[src/sv/text_cell_buffer_macros.svh]
// ----------------------------------------------------------------------------
// Text cell buffer assertion macros
// Clocked on clock, disabled while reset is high.
// ----------------------------------------------------------------------------
`ifndef TEXT_CELL_BUFFER_MACROS_SVH
`define TEXT_CELL_BUFFER_MACROS_SVH

// Same-cycle implication
`define TCB_ASSERT_NOW(label, pre, post, msg) \
   label: assert property (@(posedge clock) disable iff (reset) (pre) |-> (post)) \
      else $error(msg);

// Next-cycle implication
`define TCB_ASSERT_NEXT(label, pre, post, msg) \
   label: assert property (@(posedge clock) disable iff (reset) (pre) |=> (post)) \
      else $error(msg);

`endif

[src/sv/tcb_pkg.sv]
// ----------------------------------------------------------------------------
// Text cell buffer package
// Field widths, opcodes, register indexes, word types and the command and
// status groups between controller and datapath.
// ----------------------------------------------------------------------------
package tcb_pkg;

   // Store geometry
   localparam int MAX_COLUMNS  = 128;
   localparam int MAX_ROWS     = 64;
   localparam int COL_W        = 7;
   localparam int ROW_W        = 6;
   localparam int ADDR_W       = COL_W + ROW_W;
   localparam int STORE_DEPTH  = MAX_COLUMNS * MAX_ROWS;

   // Field widths
   localparam int OPCODE_W     = 3;
   localparam int COORD_W      = 16;
   localparam int CHAR_W       = 8;
   localparam int COLOUR_W     = 4;
   localparam int WIDTH_REG_W  = 8;
   localparam int HEIGHT_REG_W = 7;
   localparam int PROD_W       = ROW_W + WIDTH_REG_W;

   // Configuration port
   localparam int CSR_IDX_W    = 2;
   localparam int CSR_DATA_W   = 8;
   localparam logic [CSR_IDX_W-1:0] CSR_GRID_WIDTH  = 2'd0;
   localparam logic [CSR_IDX_W-1:0] CSR_GRID_HEIGHT = 2'd1;
   localparam logic [CSR_IDX_W-1:0] CSR_CLEAR_FORE  = 2'd2;
   localparam logic [CSR_IDX_W-1:0] CSR_CLEAR_BACK  = 2'd3;

   localparam logic [WIDTH_REG_W-1:0]  GRID_WIDTH_RST  = 8'd80;
   localparam logic [HEIGHT_REG_W-1:0] GRID_HEIGHT_RST = 7'd25;
   localparam logic [COLOUR_W-1:0]     CLEAR_FORE_RST  = 4'h7;
   localparam logic [COLOUR_W-1:0]     CLEAR_BACK_RST  = 4'h0;

   // Answer for a read with the cursor off the grid
   localparam logic [CHAR_W-1:0]   SPACE_CHAR = 8'h20;
   localparam logic [COLOUR_W-1:0] BLANK_FORE = 4'h7;
   localparam logic [COLOUR_W-1:0] BLANK_BACK = 4'h0;

   // Opcodes
   localparam logic [OPCODE_W-1:0] OP_CLEAR       = 3'd0;
   localparam logic [OPCODE_W-1:0] OP_SET_CURSOR  = 3'd1;
   localparam logic [OPCODE_W-1:0] OP_MOVE_CURSOR = 3'd2;
   localparam logic [OPCODE_W-1:0] OP_WRITE_POS   = 3'd3;
   localparam logic [OPCODE_W-1:0] OP_WRITE_CUR   = 3'd4;
   localparam logic [OPCODE_W-1:0] OP_READ        = 3'd5;

   // Remainder unit: signed 17-bit operand, 16-bit magnitude, 4 bits a cycle
   localparam int WRAP_IN_W   = COORD_W + 1;
   localparam int WRAP_MAG_W  = COORD_W;
   localparam int DIV_W       = WIDTH_REG_W;
   localparam int WRAP_BITS   = 4;
   localparam int WRAP_ROUNDS = WRAP_MAG_W / WRAP_BITS;
   localparam int WRAP_CNT_W  = $clog2(WRAP_ROUNDS);

   typedef struct packed {
      logic [OPCODE_W-1:0]       opcode;
      logic signed [COORD_W-1:0] pos_x;
      logic signed [COORD_W-1:0] pos_y;
      logic signed [COORD_W-1:0] move_dx;
      logic signed [COORD_W-1:0] move_dy;
      logic [CHAR_W-1:0]         char_code;
      logic [COLOUR_W-1:0]       fore_colour;
      logic                      fore_keep;
      logic [COLOUR_W-1:0]       back_colour;
      logic                      back_keep;
   } req_type;

   typedef struct packed {
      logic [CHAR_W-1:0]   read_char;
      logic [COLOUR_W-1:0] read_fore;
      logic [COLOUR_W-1:0] read_back;
      logic [COL_W-1:0]    cursor_col;
      logic [ROW_W-1:0]    cursor_row;
   } rsp_type;

   typedef struct packed {
      logic [CHAR_W-1:0]   char_code;
      logic [COLOUR_W-1:0] fore;
      logic [COLOUR_W-1:0] back;
   } cell_type;

   typedef struct packed {
      logic capture;
      logic sweep_start;
      logic sweep_write;
      logic wrap_start;
      logic cursor_update;
      logic addr_calc;
      logic mem_read;
      logic merge_write;
      logic load_rsp;
   } dp_cmd_type;

   typedef struct packed {
      logic sweep_last;
      logic wrap_done;
      logic rsp_free;
   } dp_sts_type;

endpackage

[src/sv/tcb_ctrl.sv]
// ----------------------------------------------------------------------------
// Text cell buffer controller
// Sequences the clearing sweep, cursor wrap, memory read-modify-write and
// the hand-off of each result word to the output register.
// ----------------------------------------------------------------------------
`include "text_cell_buffer_macros.svh"

module tcb_ctrl (
   input  logic                           clock,
   input  logic                           reset,
   input  logic                           req_valid,
   input  logic [tcb_pkg::OPCODE_W-1:0]   req_opcode,
   output logic                           req_ready,
   output tcb_pkg::dp_cmd_type            cmd,
   input  tcb_pkg::dp_sts_type            sts
);
   import tcb_pkg::*;

   typedef enum logic [3:0] {
      ST_INIT,
      ST_IDLE,
      ST_CLEAR,
      ST_WSTART,
      ST_WRAP,
      ST_ADDR,
      ST_RDMEM,
      ST_MERGE,
      ST_FINISH
   } state_type;

   state_type             state_ff, state_in;
   logic [OPCODE_W-1:0]   op_ff, op_in;

   always_comb begin
      state_in  = state_ff;
      op_in     = op_ff;
      cmd       = '0;
      req_ready = 1'b0;
      unique case (state_ff)
         ST_INIT: begin
            cmd.sweep_write = 1'b1;
            if (sts.sweep_last) begin
               state_in = ST_IDLE;
            end
         end
         ST_IDLE: begin
            req_ready = 1'b1;
            if (req_valid) begin
               cmd.capture = 1'b1;
               op_in       = req_opcode;
               unique case (req_opcode)
                  OP_CLEAR: begin
                     cmd.sweep_start = 1'b1;
                     state_in        = ST_CLEAR;
                  end
                  OP_SET_CURSOR, OP_MOVE_CURSOR: state_in = ST_WSTART;
                  OP_WRITE_POS, OP_WRITE_CUR, OP_READ: state_in = ST_ADDR;
                  default: state_in = ST_FINISH;
               endcase
            end
         end
         ST_CLEAR: begin
            cmd.sweep_write = 1'b1;
            if (sts.sweep_last) begin
               state_in = ST_FINISH;
            end
         end
         ST_WSTART: begin
            cmd.wrap_start = 1'b1;
            state_in       = ST_WRAP;
         end
         ST_WRAP: begin
            if (sts.wrap_done) begin
               cmd.cursor_update = 1'b1;
               state_in          = ST_FINISH;
            end
         end
         ST_ADDR: begin
            cmd.addr_calc = 1'b1;
            state_in      = ST_RDMEM;
         end
         ST_RDMEM: begin
            cmd.mem_read = 1'b1;
            state_in     = (op_ff == OP_READ) ? ST_FINISH : ST_MERGE;
         end
         ST_MERGE: begin
            cmd.merge_write = 1'b1;
            state_in        = ST_FINISH;
         end
         ST_FINISH: begin
            // hold until the output register can take the word
            if (sts.rsp_free) begin
               cmd.load_rsp = 1'b1;
               state_in     = ST_IDLE;
            end
         end
         default: state_in = ST_IDLE;
      endcase
   end

   always_ff @(posedge clock) begin
      if (reset) begin
         state_ff <= ST_INIT;
         op_ff    <= OP_CLEAR;
      end else begin
         state_ff <= state_in;
         op_ff    <= op_in;
      end
   end

   `TCB_ASSERT_NOW(a_no_accept_in_sweep, req_ready, !cmd.sweep_write, "item taken during sweep")
   `TCB_ASSERT_NOW(a_rsp_not_overwritten, cmd.load_rsp, sts.rsp_free, "pending word overwritten")
   `TCB_ASSERT_NOW(a_wrap_done_in_wrap, sts.wrap_done, state_ff == ST_WRAP, "stray wrap done")
   `TCB_ASSERT_NEXT(a_clear_ends, state_ff == ST_CLEAR && sts.sweep_last, state_ff == ST_FINISH, "clear did not finish")
   `TCB_ASSERT_NEXT(a_accept_leaves_idle, req_valid && req_ready, state_ff != ST_IDLE, "accept stayed idle")

endmodule
[config.mk]
export PLATFORM = sky130hd
export DESIGN_NAME = tcb_ctrl
export DESIGN_NICKNAME = d
export VERILOG_FILES = /design/src/sv/tcb_pkg.sv /design/src/sv/tcb_ctrl.sv
export VERILOG_INCLUDE_DIRS = /design/src /design/src/sv
export SDC_FILE = /design/constraint.sdc
export NUM_CORES = 1
export LEC_CHECK = 0
export ABC_CLOCK_PERIOD_IN_PS = 1700
export BUFFER_PORTS_ARGS = -buffer_cell sky130_fd_sc_hd__buf_4
export CORE_AREA = 2 2 39 41
export DETAILED_ROUTE_END_ITERATION = 10
export DIE_AREA = 0 0 41 43
export GPL_TIMING_DRIVEN = 0
export HOLD_SLACK_MARGIN = 0.12
export MAX_ROUTING_LAYER = met4
export PLACE_DENSITY_LB_ADDON = 0.3
export SLEW_MARGIN = 20
export SYNTH_ARGS = -nofsm -noshare
export SYNTH_HDL_FRONTEND = slang
export SYNTH_SLANG_ARGS = --single-unit
[constraint.sdc]
create_clock -name clock -period 1.7 [get_ports clock]
set_input_delay 0.51 -clock clock [delete_from_list [all_inputs] [get_ports clock]]
set_output_delay 0.51 -clock clock [all_outputs]
set_load 0.005 [all_outputs]
# ---- Word level (Yosys, flattened, before mapping)
# Index checks and enable logic that the tools add are counted.
dict set report totals {
  regBits 7
  out_inout_bits 10
  elab_cells 49
  input_bits 9
}
dict set report classes {
  eq_ne 19
  n_reduce_logical 7
  mux 21
}
# cell count
set ops {}
lappend ops {{4-bit case mux with 9 select lines} 1}
lappend ops {{4-bit 2-to-1 mux} 6}
lappend ops {{4-bit by 3-bit equality test with 1-bit output, second input constant} 4}
lappend ops {{4-bit case mux with 3 select lines} 1}
lappend ops {{1-bit 2-to-1 mux} 11}
lappend ops {{2-bit inequality test, second input constant} 5}
lappend ops {{3-bit equality test, second input constant} 3}
lappend ops {{4-bit by 2-bit equality test with 1-bit output, second input constant} 2}
lappend ops {{3-bit by 2-bit equality test with 1-bit output, second input constant} 2}
lappend ops {{5-bit AND reduction} 1}
lappend ops {{4-bit by 1-bit equality test with 1-bit output, second input constant} 1}
lappend ops {{4-bit equality test, second input constant} 1}
lappend ops {{4-bit logical NOT} 1}
lappend ops {{2-bit 2-to-1 mux} 2}
lappend ops {{2-bit OR reduction} 2}
lappend ops {{3-bit by 1-bit equality test with 1-bit output, second input constant} 1}
lappend ops {{3-bit logical NOT} 1}
lappend ops {{3-bit OR reduction} 1}
lappend ops {{2-bit AND reduction} 1}

# ---- Logic depth before layout (Yosys ltp)
dict set report depth {
  ltp_word 5
  depth_mapped 5
  mapped_depth_nobuf 4
}

# ---- Worst setup path after synthesis
# No wires, ideal clock.
dict set report synth_path {
  path_type {reg2out}
  start {reg state_ff[2]}
  end {out cmd[7] (netlist bit)}
  t_arrival_ns 0.917
  required_time_ns 1.190
  stages_incl_launch_ff 5
  setup_slack_ns 0.273
  cell_sequence {dfxtp_1 buf_2 nor2_1 nand3_2 nor2b_1}
}
# item line
set synth_lines {}
lappend synth_lines {{start: declaration} tcb_ctrl.sv:31} ;# state_type state_ff, state_in;
lappend synth_lines {{start signal: assignment} tcb_ctrl.sv:106} ;# state_ff <= state_in;
lappend synth_lines {{end: declaration} tcb_ctrl.sv:14} ;# output tcb_pkg::dp_cmd_type cmd,

# ---- Final worst setup path
dict set report layout_path {
  start {reg state_ff[2]}
  end {out req_ready}
}
dict set report layout_via {
  elab_chain_cells 2
}
# item line
set layout_lines {}
lappend layout_lines {{4-bit by 1-bit equality test with 1-bit output} tcb_ctrl.sv:39} ;# unique case (state_ff)
lappend layout_lines {{1-bit 2-to-1 mux} tcb_ctrl.sv:39}
lappend layout_lines {{end: declaration} tcb_ctrl.sv:13} ;# output logic req_ready,
# Every way passes these cells.

==> flow_metrics.env <==
export IMPL_status="complete, no violations"
export IMPL_synthFlopType="dfxtp_1"
export IMPL_synthTopCellsByArea="dfxtp_1, nor2_1, mux2i_1"
export IMPL_drive_gt1_frac=0.4200
export IMPL_dieArea_um2=1763
export IMPL_timing_final_crit_share=0.9790
export IMPL_clock_sinks=7
export IMPL_grt_ovfl_total=0
export IMPL_cap_violations=0
export IMPL_worst_path_stages=4
export IMPL_antenna_found_initial=0
export IMPL_period_needed_ps=1664
export IMPL_fill_cells=125
export IMPL_ys_warn_count=0
export IMPL_num_antenna_cells=0
export IMPL_synth_cells=75
export IMPL_hold_violations=0
export IMPL_wire_per_inst_um=11.70
export IMPL_critical_path_max_stage_delay_ps=370
export IMPL_synth_edff_count=0
export IMPL_clock_tree_root_cell="clkbuf_4"
export IMPL_grt_max_degree=11
export IMPL_worstMarginPinSlew_ps=336.6
export IMPL_startpoint="state_ff[2]"
export IMPL_drc=0
export IMPL_final_net_count=110
export IMPL_reg2reg_depth=5
export IMPL_rows=14
export IMPL_track_usage=0.1808
export IMPL_crit_path_start_kind="register"
export IMPL_setup_violations=0
export IMPL_firstDrtPassIters=4
export IMPL_fin_util=0.5976
export IMPL_syn_nets=84
export IMPL_slew_headroom=0.7756
export IMPL_clockBufferDepth=2
export IMPL_postRouteAntennaNets=0
export IMPL_endpoint_kind="output pin"
export IMPL_dpl_hpwl_mm=1.035
export IMPL_wl_mm=1.357
export IMPL_gp_congestion=0.8074
export IMPL_critPathRequiredTime_ps=1190
export IMPL_final_common_cell="buf_4"
export IMPL_fp_dieW_um=41
export IMPL_ys_ff_latch=7
export IMPL_vias=622
export IMPL_synth_top_cell_by_area="dfxtp_1"
export IMPL_path_delay_family="buffers and inverters"
export IMPL_pin_count=19
export IMPL_power_density_nw_per_um2=516.3
export IMPL_vias_per_cell=5.362
export IMPL_coreArea_um2=1384
export IMPL_layout_common_cells="buf_4, nor2_1, nand2_1, inv_1"
export IMPL_netlist_area_um2=534.3
export IMPL_cts_made_buffers=3
export IMPL_ys_seq_area_frac=0.2623
export IMPL_drv_slew=0
export IMPL_cp_data_arrival_time_ps=1150
export IMPL_rr_endpoint="state_ff[1]"
export IMPL_clk_latency_ps=240
export IMPL_r2r_setup_slack_ps=360
export IMPL_rsz0062_at_grt="true"
export IMPL_whs_ps=485.7
export IMPL_worst_slack_ps=35.73
export IMPL_port_buffers=18
export IMPL_synth_cell_type_count=28
export IMPL_syn_to_final_growth_pct=54.80
export IMPL_seq_area_um2=148.9
export IMPL_grt_first_pass_wirelength_mm=2.194
export IMPL_crit_buf_inv=3
export IMPL_cp_max_fo=8
export IMPL_cts_tree="yes"
export IMPL_drtIter0Drc=9
export IMPL_endpoint="req_ready"
export IMPL_htreeDepth=1
export IMPL_min_path_type="input pin to register"
export IMPL_peakVddDrop_uv=473.7
export IMPL_postSynthAreaPerCell_um2=7.123
export IMPL_pre_cts_ws_ps=79.00
export IMPL_path_cells="buf_8 > buf_12 > nor3_2 > buf_4"
export IMPL_crit_type="register to output pin"
export IMPL_path_clk_slew_ps=50
export IMPL_grt_pass1_vias=547
export IMPL_fin_skew_ps=1.656
export IMPL_max_freq_ghz=0.6009
export IMPL_multi_input_area_um2=396.6
export IMPL_worstReg2RegStart="state_ff[2]"
export IMPL_initial_core_util=0.3861
export IMPL_yosysTopAreaCellShare=0.2623
export IMPL_cp_slowest_cell="dfxtp_4"
export IMPL_ys_async_sr_fraction=0
export IMPL_p_leak_nw=0.3452
export IMPL_dieHeight_um=43
## cells in the mapped netlist (2+ instances only)
library cell   n
a31oi_1        2
o21ai_0        3
a21oi_1        4
buf_2          2
inv_1          5
nor2b_1        2
nor3_1         6
nand2b_1       3
dfxtp_1        7
nand3_1        2
nand2_1        6
mux2i_1        3
a211oi_1       2
nor2_1        14
## what timing repair did
item,CTS,global route
hold buffers,0,0
pin swaps,1,4
setup endpoints to repair,7,7
resized for setup,11,13
gates cloned,0,1
buffers inserted,1,1
## kinds of logic after synthesis
family | after synthesis | synth area share
AND/OR/NAND/NOR | 39 | 0.3888
AO/OA/AOI/OAI | 17 | 0.2178
buffers and inverters | 9 | 0.07494
flip-flops | 7 | 0.2623
multiplexers | 3 | 0.05621
## worst min-delay path by stage
stage / from / end / slack [ps] / cells after the start
6_report: reset / op_ff[1] / 490 / 2
5_1_grt: sts[0] / state_ff[3] / 470 / 2
4_1_cts: reset / op_ff[1] / 480 / 2
3_5_place_dp: op_ff[1] / op_ff[1] / 490 / 2
3_3_place_gp: op_ff[1] / op_ff[1] / 500 / 2
2_1_floorplan: op_ff[1] / op_ff[1] / 460 / 2
## routing by layer
metal / global-route usage / up-vias / share of wire
met3: 0.06283 / 0 / 0.079
met2: 0.2906 / 24 / 0.50
met5: - / - / 0
met1: 0.2182 / 280 / 0.42
met4: 0.02000 / 0 / 0
li1: - / 318 / -
## state kept, by name (all words and copies together), names as in the netlist
register	count
op_ff	3
state_ff	4
## cell type report
type | count | area share
inverter | 5 | 0.02269
clock buffer | 4 | 0.03177
timing repair buffer | 21 | 0.2027
tap | 16 | 0.02421
multi-input combinational | 59 | 0.4796
buffer | 4 | 0.05900
sequential | 7 | 0.1800
## per-stage QoR
step / TNS, ps / instances / instance area, um2 / total power [mW]
after floorplan: 0 / 75 / 534.3 / 0.2306
after global placement: 0 / 109 / 689.4 / 0.2748
after detailed placement: 0 / 109 / 689.4 / 0.2749
after CTS: 0 / 114 / 757.0 / 0.4283
after global routing: -203.4 / 116 / 827.0 / 0.4600
final: 0 / 116 / 827.0 / 0.4270
## report_power, final
group	switching [mW]	internal [mW]	total (mW)	leakage, nW
Combinational	0.0515	0.0569	0.108	0.271
Clock	0.0532	0.0890	0.142	0.0150
Sequential	0.00621	0.170	0.176	0.0588
Total	0.111	0.316	0.427	0.345
(Power assumes the default switching activity.)
